<file path="config.mk">
export PLATFORM = sky130hd
export DESIGN_NAME = cross_erosion_cell_counter
export DESIGN_NICKNAME = d
export VERILOG_FILES = /design/src/design/cec_pkg.sv /design/src/design/cross_erosion_cell_counter.sv /design/src/design/cec_cell.sv
export SDC_FILE = /design/constraint.sdc
export NUM_CORES = 2
export LEC_CHECK = 0
export BUFFER_PORTS_ARGS = -buffer_cell sky130_fd_sc_hd__buf_4
export CAP_MARGIN = 10
export CORE_UTILIZATION = 35
export CTS_BUF_LIST = sky130_fd_sc_hd__clkbuf_8 sky130_fd_sc_hd__clkbuf_16
export DETAILED_ROUTE_END_ITERATION = 10
export PLACE_DENSITY_LB_ADDON = 0.3
export SLEW_MARGIN = 40
export SYNTH_ARGS = -nofsm -noshare
export SYNTH_HDL_FRONTEND = slang
export SYNTH_SLANG_ARGS = --single-unit
</file>
<file path="constraint.sdc">
create_clock -name aclk -period 146.3 [get_ports aclk]
set_input_delay 29.26 -clock aclk [delete_from_list [all_inputs] [get_ports aclk]]
set_output_delay 29.26 -clock aclk [all_outputs]
set_load 0.03 [all_outputs]
</file>
<file path="src/design/cec_pkg.sv">
// Shared constants, types and helpers for the cross erosion cell counter.
package cec_pkg;

    localparam int MAX_COLS = 1024;
    localparam int MAX_ROWS = 1024;

    localparam int COL_W   = (MAX_COLS > 1) ? $clog2(MAX_COLS) : 1;
    localparam int ROW_W   = (MAX_ROWS > 1) ? $clog2(MAX_ROWS) : 1;
    localparam int CFG_W   = 11;
    localparam int CFG_IDX_W = 2;
    localparam int TOTAL_W = 21;

    localparam logic [TOTAL_W-1:0] TOTAL_LIMIT = {TOTAL_W{1'b1}};

    localparam logic [CFG_IDX_W-1:0] REG_GRID_ROWS = CFG_IDX_W'(0);
    localparam logic [CFG_IDX_W-1:0] REG_GRID_COLS = CFG_IDX_W'(1);

    // One column slot of the two line buffers.
    typedef struct packed {
        logic prev;   // row above
        logic older;  // row two above
    } line_bits_t;

    // Register value to (size - 1), with zero read as one and the top clamped.
    function automatic logic [COL_W-1:0] cols_m1_of(logic [CFG_W-1:0] raw);
        logic [31:0] v;
        v = 32'(raw);
        if (v == 32'd0) v = 32'd1;
        if (v > 32'(MAX_COLS)) v = 32'(MAX_COLS);
        return COL_W'(v - 32'd1);
    endfunction

    function automatic logic [ROW_W-1:0] rows_m1_of(logic [CFG_W-1:0] raw);
        logic [31:0] v;
        v = 32'(raw);
        if (v == 32'd0) v = 32'd1;
        if (v > 32'(MAX_ROWS)) v = 32'(MAX_ROWS);
        return ROW_W'(v - 32'd1);
    endfunction

endpackage

</file>
<file path="src/design/cross_erosion_cell_counter.sv">
// Top level: raster-order cross erosion and count over a chain of line-buffer cells.
// Throughput: one cell per cycle; s_ready drops only when a grid's final cell arrives
//   while the previous total is still waiting on m_ready.
// The total shows on m_valid in the cycle after the final cell's transaction.
// Reset (aresetn low, synchronous): grid 1x1, positions and total cleared, no result
//   pending; the line-buffer cells are not reset and are read only once rewritten.
module cross_erosion_cell_counter (
    input  logic                           aclk,
    input  logic                           aresetn,
    // cell stream
    input  logic                           s_valid,
    output logic                           s_ready,
    input  logic                           s_cell_empty,
    // total stream
    output logic                           m_valid,
    input  logic                           m_ready,
    output logic [cec_pkg::TOTAL_W-1:0]    m_empty_core_total,
    // configuration writes
    input  logic                           cfg_valid,
    output logic                           cfg_ready,
    input  logic [cec_pkg::CFG_IDX_W-1:0]  cfg_index,
    input  logic [cec_pkg::CFG_W-1:0]      cfg_data
);

    // ---------------------------------------------------------------
    // Control and payload registers
    // ---------------------------------------------------------------
    logic [cec_pkg::ROW_W-1:0]   rows_m1_reg, rows_m1_next;
    logic [cec_pkg::COL_W-1:0]   cols_m1_reg, cols_m1_next;
    logic [cec_pkg::ROW_W-1:0]   row_reg, row_next;
    logic [cec_pkg::COL_W-1:0]   col_reg, col_next;
    logic [cec_pkg::TOTAL_W-1:0] total_reg, total_next;
    logic                        m_valid_reg, m_valid_next;
    logic [cec_pkg::TOTAL_W-1:0] result_reg, result_next;

    // Short history of the stream within the current row:
    // hist_above = (i-1, j-1), hist_cur1 = (i, j-1), hist_cur2 = (i, j-2).
    logic hist_above_reg, hist_above_next;
    logic hist_cur1_reg, hist_cur1_next;
    logic hist_cur2_reg, hist_cur2_next;

    logic s_accept;
    logic cfg_accept;

    // ---------------------------------------------------------------
    // Line-buffer chain. The head cell sits at column cols-1 so that a bit
    // written now reaches cell 0 exactly one row later.
    // ---------------------------------------------------------------
    cec_pkg::line_bits_t cell_bits [cec_pkg::MAX_COLS];
    cec_pkg::line_bits_t load_bits;

    logic above;

    assign load_bits.prev  = s_cell_empty;
    assign load_bits.older = above;

    for (genvar k = 0; k < cec_pkg::MAX_COLS; k++) begin : g_cell
        cec_pkg::line_bits_t next_bits;
        logic                is_head;

        if (k < cec_pkg::MAX_COLS - 1) begin : g_link
            assign next_bits = cell_bits[k + 1];
        end else begin : g_tail
            assign next_bits = '0;
        end

        assign is_head = (cols_m1_reg == cec_pkg::COL_W'(k));

        cec_cell u_cell (
            .aclk      (aclk),
            .shift_en  (s_accept),
            .is_head   (is_head),
            .load_bits (load_bits),
            .next_bits (next_bits),
            .bits      (cell_bits[k])
        );
    end

    // ---------------------------------------------------------------
    // Stencil decisions for the current transaction
    // ---------------------------------------------------------------
    logic cur;
    logic row_nz, row_ge2, col_nz, col_ge2;
    logic last_row, last_col, grid_done;
    logic hit_above, hit_left, hit_final;
    logic [1:0] hits;
    logic [cec_pkg::TOTAL_W:0] sum;

    always_comb begin
        cur      = s_cell_empty;
        above    = cell_bits[0].prev;
        row_nz   = (row_reg != '0);
        row_ge2  = row_nz && (row_reg != cec_pkg::ROW_W'(1));
        col_nz   = (col_reg != '0);
        col_ge2  = col_nz && (col_reg != cec_pkg::COL_W'(1));
        last_row = (row_reg == rows_m1_reg);
        last_col = (col_reg == cols_m1_reg);
        grid_done = last_row && last_col;

        // cell above, now that its lower neighbor is here
        hit_above = row_nz && above && cur
                  && (row_ge2 ? cell_bits[0].older : 1'b1)
                  && (col_nz ? hist_above_reg : 1'b1)
                  && (!last_col ? cell_bits[1].prev : 1'b1);

        // last row: cell to the left, now that its right neighbor is here
        hit_left = last_row && col_nz && hist_cur1_reg && cur
                 && (col_ge2 ? hist_cur2_reg : 1'b1)
                 && (row_nz ? hist_above_reg : 1'b1);

        // final cell of the grid
        hit_final = grid_done && cur
                  && (col_nz ? hist_cur1_reg : 1'b1)
                  && (row_nz ? above : 1'b1);

        hits = 2'(hit_above) + 2'(hit_left) + 2'(hit_final);
        sum  = {1'b0, total_reg} + (cec_pkg::TOTAL_W + 1)'(hits);
    end

    // stall only when a finished grid would overwrite an untaken total
    assign s_ready    = !(m_valid_reg && !m_ready && grid_done);
    assign s_accept   = s_valid && s_ready;
    assign cfg_ready  = 1'b1;
    assign cfg_accept = cfg_valid && cfg_ready;

    // ---------------------------------------------------------------
    // Next-state logic
    // ---------------------------------------------------------------
    always_comb begin
        rows_m1_next    = rows_m1_reg;
        cols_m1_next    = cols_m1_reg;
        row_next        = row_reg;
        col_next        = col_reg;
        total_next      = total_reg;
        result_next     = result_reg;
        hist_above_next = hist_above_reg;
        hist_cur1_next  = hist_cur1_reg;
        hist_cur2_next  = hist_cur2_reg;
        m_valid_next    = m_valid_reg && !m_ready;

        if (s_accept) begin
            hist_above_next = above;
            hist_cur1_next  = cur;
            hist_cur2_next  = hist_cur1_reg;
            if (sum > {1'b0, cec_pkg::TOTAL_LIMIT}) begin
                total_next = cec_pkg::TOTAL_LIMIT;
            end else begin
                total_next = sum[cec_pkg::TOTAL_W-1:0];
            end
            if (grid_done) begin
                result_next  = total_next;
                m_valid_next = 1'b1;
                row_next     = '0;
                col_next     = '0;
                total_next   = '0;
            end else if (last_col) begin
                col_next = '0;
                row_next = row_reg + cec_pkg::ROW_W'(1);
            end else begin
                col_next = col_reg + cec_pkg::COL_W'(1);
            end
        end

        // a write to either grid-size register restarts the grid; line cells keep their bits
        if (cfg_accept) begin
            case (cfg_index)
                cec_pkg::REG_GRID_ROWS: begin
                    rows_m1_next = cec_pkg::rows_m1_of(cfg_data);
                    row_next     = '0;
                    col_next     = '0;
                    total_next   = '0;
                end
                cec_pkg::REG_GRID_COLS: begin
                    cols_m1_next = cec_pkg::cols_m1_of(cfg_data);
                    row_next     = '0;
                    col_next     = '0;
                    total_next   = '0;
                end
                default: begin
                end
            endcase
        end
    end

    always_ff @(posedge aclk) begin
        if (!aresetn) begin
            rows_m1_reg <= '0;
            cols_m1_reg <= '0;
            row_reg     <= '0;
            col_reg     <= '0;
            total_reg   <= '0;
            m_valid_reg <= 1'b0;
        end else begin
            rows_m1_reg <= rows_m1_next;
            cols_m1_reg <= cols_m1_next;
            row_reg     <= row_next;
            col_reg     <= col_next;
            total_reg   <= total_next;
            m_valid_reg <= m_valid_next;
        end
    end

    always_ff @(posedge aclk) begin
        result_reg     <= result_next;
        hist_above_reg <= hist_above_next;
        hist_cur1_reg  <= hist_cur1_next;
        hist_cur2_reg  <= hist_cur2_next;
    end

    assign m_valid            = m_valid_reg;
    assign m_empty_core_total = result_reg;

endmodule

</file>
<file path="src/design/cec_cell.sv">
// One column slot of the line-buffer chain: loads at the head, else shifts from its neighbor.
module cec_cell (
    input  logic                aclk,
    input  logic                shift_en,
    input  logic                is_head,
    input  cec_pkg::line_bits_t load_bits,
    input  cec_pkg::line_bits_t next_bits,
    output cec_pkg::line_bits_t bits
);

    cec_pkg::line_bits_t bits_reg;
    cec_pkg::line_bits_t bits_next;

    always_comb begin
        bits_next = bits_reg;
        if (shift_en) begin
            bits_next = is_head ? load_bits : next_bits;
        end
    end

    always_ff @(posedge aclk) begin
        bits_reg <= bits_next;
    end

    assign bits = bits_reg;

endmodule

</file>
# == After elaboration in Yosys (flattened, before gate mapping) ==
# Cells that the tools add are included.
# totals
regBits,2134
input_bits,19
output_inout_bits,24
# op_classes
n_addsub,7
n_lt_le_gt_ge,3
n_eq_ne,1028
mux,1058
n_reduce_logical,30
# op_table
op,n
$eq A10 B10 Y1 const B,512
$eq A10 B9 Y1 const B,256
$mux W2,1023
$eq A10 B8 Y1 const B,128
$eq A10 B7 Y1 const B,64
$eq A10 B6 Y1 const B,32
$eq A10 B5 Y1 const B,16
$mux W10,16
$mux W32,4
$mux W21,5
$eq A10 B4 Y1 const B,8
$gt A32 B11 Y1 const B,2
$eq A10 B3 Y1 const B,4
$add A21 B2 Y22,1
$gt A22 B21 Y1 const B,1
$add A10 B1 Y10 const B,2
$eq A10 B10 Y1,2
$eq A10 B2 Y1 const B,2
$ne A10 B1 Y1 const B,2
$reduce_bool A10 Y1,2
$sub A10 B1 Y10 const B,2
$logic_and A1 B1 Y1,19
$logic_not A11 Y1,1
$mux W11,1
other kinds (10),21

# == Depth between registers and ports, before layout ==
# logic_depth
word_depth,15
depth_mapped,18

# == Modules after synthesis ==
# A second synthesis with hierarchy kept.
# unflattened
hier_cells,6100
area_unflattened_um2,94782.2
# modules_own_cells
module,n_inst,cells_per_inst,area_per_inst_um2,seq_area_each_um2
cec_cell,1024,4,82.6,60.1
cross_erosion_cell_counter,1,2004,10221.1,1961.9

# == Worst setup path before layout ==
# Ideal clock, no wire load.
# synth_path
path_kind,input port to flip-flop
startpoint,in m_ready
endpoint,reg total_reg[20] (netlist name)
setup_ps,221
arrival_ps,139336
required_time_ps,146079
setup_slack_ps,6743
stages,6
n_path_buf,1
cell_sequence,nor2b_1 and4_1 buf_2 a21oi_1 nor2_2 a22o_1
# synth_via
elab_chain_len,8
# synth_rtl
item,line_no,source
"start, declared",cross_erosion_cell_counter.sv:16,"input logic m_ready,"
$logic_not A1 Y1 (*),cross_erosion_cell_counter.sv:121,assign s_ready = !(m_valid_reg && !m_ready && grid_done);
$logic_and A1 B1 Y1 (*) (2 in a row),cross_erosion_cell_counter.sv:121,
$logic_not A1 Y1 (*),cross_erosion_cell_counter.sv:121,
$logic_and A1 B1 Y1 (*),cross_erosion_cell_counter.sv:122,assign s_accept = s_valid && s_ready;
net g_cell[0].u_cell.shift_en,cec_cell.sv:4,"input logic shift_en,"
$mux W21 (*),cross_erosion_cell_counter.sv:141,if (s_accept) begin
$mux W21,cross_erosion_cell_counter.sv:166,case (cfg_index)
$mux W21 (*),cross_erosion_cell_counter.sv:165,if (cfg_accept) begin
"end signal, assigned",cross_erosion_cell_counter.sv:198,total_reg <= total_next;
"end, declared",cross_erosion_cell_counter.sv:32,"logic [cec_pkg::TOTAL_W-1:0] total_reg, total_next;"
# The timed path passes the listed nets; every way through them passes the cells marked *.
# A chain may end at the register's enable or synchronous reset.

# == Final worst setup path ==
# layout_path
startpoint,in m_ready
endpoint,out s_ready
# layout_via
elab_chain_len,4
# layout_rtl
item,line_no,source
$logic_not A1 Y1,cross_erosion_cell_counter.sv:121,
$logic_and A1 B1 Y1 (2 in a row),cross_erosion_cell_counter.sv:121,
$logic_not A1 Y1,cross_erosion_cell_counter.sv:121,
"end, declared",cross_erosion_cell_counter.sv:12,"output logic s_ready,"
# Every way passes these cells.

==> impl_results.rst <==
.. list-table::
   :header-rows: 1

   * - Metric
     - Value
   * - DIE AREA
     - 265000 µm²
   * - TritonCTS clock tree
     - done
   * - Comb pwr share
     - approximately 5.7%
   * - Clock Tree Buf Depth
     - 3
   * - Total GRT Usage
     - between 10% and 20%
   * - Switching Share
     - ~23%
   * - Total global routing overflow
     - 0
   * - Async SR Flop Fraction
     - 0%
   * - Ports
     - 43
   * - Antenna violations before repair
     - 7
   * - Antenna Nets Post-Route
     - 0
   * - Number of synthesized flops with an enable pin
     - 2072
   * - Area growth syn-to-layout
     - 12.4%
   * - Number of max-capacitance violations reported
     - 0
   * - Cell internal pwr
     - about 0.0010 W
   * - Placement Setup Slack
     - 86.72 ns
   * - Depth of the worst hold-timing path
     - 0
   * - Endpoint kind of the worst setup timing path
     - output port
   * - Clock slew seen by the registers of the worst setup and hold paths
     - 0.05 ns
   * - Total clock buffers created by CTS
     - approximately 220
   * - Final setup margin
     - about 87 ns
   * - Cell depth of the worst flop-to-flop path
     - 12
   * - Average size of a mapped cell
     - about 12 µm²
   * - Placed Cells
     - about 11k
   * - Part of the Yosys area used for sequential elements
     - between 60% and 70%
   * - HPWL after detailed placement
     - ~120000 µm
   * - CTS resizes
     - 0
   * - Worst-Margin Slew
     - 0.906 ns
   * - Worst Setup Start Kind
     - primary input
   * - Post-synthesis sequential element count
     - around 2.1k
   * - Via count of the first global-routing pass
     - just under 60k
   * - Reg-to-reg setup timing slack
     - about 140 ns
   * - Headroom to the max-slew limit
     - 39.6%
   * - Pins over their slew limit
     - 0
   * - H-tree levels
     - 4
   * - Run status
     - finished, final reports clean
   * - Number of search-and-repair iterations in the first detailed-routing pass
     - 8
   * - Setup total negative slack
     - 0 ns
   * - Switching pwr
     - a little over 0.0003 W
   * - Top fanout value on the critical path
     - 7
   * - Worst-case vdd ir drop
     - roughly 0.01 mV
   * - Pwr Density
     - about 13 nW/µm²
   * - Sinks on the clock net
     - roughly 2.1k
   * - Wire length per cell
     - between 15 and 20 µm
   * - Sequential share of power
     - between 50% and 60%
   * - Drt drc
     - 0
   * - Post-Syn Instances
     - 7847
   * - Clock network latency to the later pin of the worst-skew pair
     - approximately 0.86 ns
   * - Number of nets in the layout
     - ~7.8k
   * - Cell Chain, Critical Path
     - buf_4 -> nor2b_1 -> and4_1 -> nand2_1 -> buf_4
   * - Finish-stage setup viols
     - 0
   * - Lkg Pwr
     - 36.7 nW
   * - Slowest cell on the critical path
     - sky130_fd_sc_hd__nor2b_1
   * - Horizontal extent of the die
     - a little over 500 µm
   * - Post-detailed-routing wire length
     - around 220000 µm
   * - Setup bufs post-CTS
     - 0
   * - Cell at the root of the clock tree
     - sky130_fd_sc_hd__clkbuf_16
   * - Number of cells in the finished layout apart from fillers
     - 11.5k
   * - Commonest non-fill, non-tap cell in the layout
     - sky130_fd_sc_hd__nand2_1
   * - Quantity of I/O buffers inserted on ports
     - 41
   * - Number of hold violations in the final report
     - 0
   * - Vertical die dimension
     - between 500 and 600 µm
   * - Total of fill cells in the finished design
     - around 24k
   * - Starting utilization of the core area
     - ~35%
   * - First-pass GRT wire length
     - ~340000 µm
   * - Startpoint of the most critical hold path
     - hist_cur1_reg
   * - Number of warnings reported in the yosys synthesis log
     - 0
   * - Syn Std Cell Area
     - a little over 90000 µm²
   * - Top FF cell, synth
     - sky130_fd_sc_hd__edfxtp_1
   * - Post-Syn Nets
     - ~8k
   * - Stage delay of the slowest cell on the critical path
     - ~0.45 ns
   * - Share of post-route cells with drive strength above 1
     - about an eighth
   * - Launch point of the critical path
     - m_ready
   * - Most used cells in the layout excluding fill and tap cells
     - 2324 x sky130_fd_sc_hd__nand2_1, 2072 x sky130_fd_sc_hd__edfxtp_1, 1530 x sky130_fd_sc_hd__o21ai_0
   * - Achievable frequency
     - 0.0168 GHz
   * - Number of rows in the core area
     - roughly 190
   * - Clock Skews
     - 0.0401 ns
   * - # hold bufs at CTS
     - 0
   * - Most frequent cell on the critical path
     - sky130_fd_sc_hd__buf_4
   * - Startpoint-to-endpoint class of the critical path
     - in2out
   * - Clock network fraction of total power
     - ~40%
   * - Cell variety after synth
     - 53
   * - Core Box Area
     - ~260000 µm²
   * - Data arrival time of the worst path
     - roughly 30 ns
   * - Final Cycle Share
     - between 40% and 50%
   * - Pin count of the biggest net entering global routing
     - 130
   * - Setup repair after global routing missed its margin
     - no
   * - Worst reg2reg startpoint
     - cols_m1_reg[8]
   * - Placer's final routability congestion estimate
     - 0.757
   * - Average via count per standard cell
     - 5.13
   * - Worst Hold Class
     - reg2reg
   * - Data required time at the worst endpoint
     - 117.04 ns
   * - Final critical delay including setup and external delays
     - approximately 60 ns
   * - Number of flip-flops in the largest register
     - between 2k and 2.5k
   * - Detailed-route via count
     - between 50k and 60k
   * - Starting DRT DRC Count
     - 5384
[power groups by stage]
stage | clock network (W) | registers, W | logic [W]
final | 0.000550 | 0.000721 | 0.0000761
after global routing | 0.000584 | 0.000724 | 0.0000850
after CTS | 0.000561 | 0.000721 | 0.0000771
after detailed placement | 0 | 0.000733 | 0.0000766
after global placement | 0 | 0.000733 | 0.0000741
after floorplan | 0 | 0.000838 | 0.0000489
[worst max-delay path, delay by kind of cell]
| kind | cells | cell delay [ns] |
|---|---|---|
| AND/OR/NAND/NOR | 3 | 0.79 |
| buffers and inverters | 2 | 0.30 |
[layer usage]
| metal | vias to the layer above | track usage, % | part of all wire (%) |
|---|---|---|---|
| met5 | - | 0 | 0 |
| met4 | 0 | 4.22 | 2.2 |
| met3 | 296 | 2.42 | 5.4 |
| met2 | 1367 | 26.3 | 47 |
| met1 | 29095 | 23.2 | 46 |
| li1 | 28001 | - | - |
[Yosys cell counts, types with 9 or more instances]
master | number | area [µm²]
sky130_fd_sc_hd__a211oi_1 | 11 | 82.6
sky130_fd_sc_hd__a21o_1 | 10 | 75.1
sky130_fd_sc_hd__a21oi_1 | 38 | 190
sky130_fd_sc_hd__a31oi_1 | 13 | 81.3
sky130_fd_sc_hd__and3_1 | 14 | 87.6
sky130_fd_sc_hd__buf_1 | 60 | 225
sky130_fd_sc_hd__buf_2 | 20 | 100
sky130_fd_sc_hd__clkbuf_1 | 342 | 1280
sky130_fd_sc_hd__dfxtp_1 | 62 | 1240
sky130_fd_sc_hd__edfxtp_1 | 2072 | 62200
sky130_fd_sc_hd__ha_1 | 9 | 113
sky130_fd_sc_hd__inv_1 | 20 | 75.1
sky130_fd_sc_hd__mux2_2 | 551 | 6200
sky130_fd_sc_hd__nand2_1 | 2338 | 8780
sky130_fd_sc_hd__nand2b_1 | 9 | 56.3
sky130_fd_sc_hd__nand3_1 | 51 | 255
sky130_fd_sc_hd__nand4_1 | 14 | 87.6
sky130_fd_sc_hd__nor2_1 | 440 | 1650
sky130_fd_sc_hd__nor2b_1 | 15 | 93.8
sky130_fd_sc_hd__nor3_1 | 96 | 480
sky130_fd_sc_hd__o21ai_0 | 1530 | 7660
sky130_fd_sc_hd__or3_1 | 12 | 75.1
sky130_fd_sc_hd__xnor2_1 | 17 | 149
sky130_fd_sc_hd__xor2_1 | 20 | 175
[worst paths after layout]
| path | to |
|---|---|
| worst max-delay path | s_ready |
| worst min register to register | hist_cur2_reg |
| worst min-delay path | hist_cur2_reg |
| worst max register to register | g_cell[392].u_cell.bits[0] |
[cell type report]
class / count / area, µm² / share of cell area [%]
Antenna cell: 3 / 7.51 / 0.00725
Clock buffer: 221 / 5530 / 5.34
Clock inverter: 180 / 1450 / 1.40
Inverter: 20 / 90.1 / 0.0870
Multi-Input combinational cell: 5264 / 27100 / 26.2
Sequential cell: 2134 / 63500 / 61.3
Tap cell: 3496 / 4370 / 4.23
Timing Repair Buffer: 140 / 1460 / 1.41
[per-stage QoR]
step / hold WS [ns] / utilization (%) / instance area (µm²) / power [W]
4_1_cts: 0.486 / 39.7 / 103000 / 0.00136
3_3_place_gp: 0.465 / 36.8 / 96000 / 0.000807
6_report: 0.488 / 39.7 / 104000 / 0.00135
3_5_place_dp: 0.472 / 37.0 / 96400 / 0.000810
5_1_grt: 0.503 / 39.7 / 104000 / 0.00139
2_1_floorplan: 0.451 / - / 92100 / 0.000887
[cell families after synthesis]
kind of cell | Yosys count | share of synthesized area (%)
adder cells (fa/ha/maj) | 11 | 0.166
other | 1 | 0.00407
flip-flops | 2134 | 68.9
AND/OR/NAND/NOR | 3027 | 12.9
buffers and inverters | 449 | 1.89
multiplexers | 553 | 6.76
AO/OA/AOI/OAI | 1635 | 9.07
XOR/XNOR | 37 | 0.352
No activity file was read; power rests on OpenSTA's default activity.
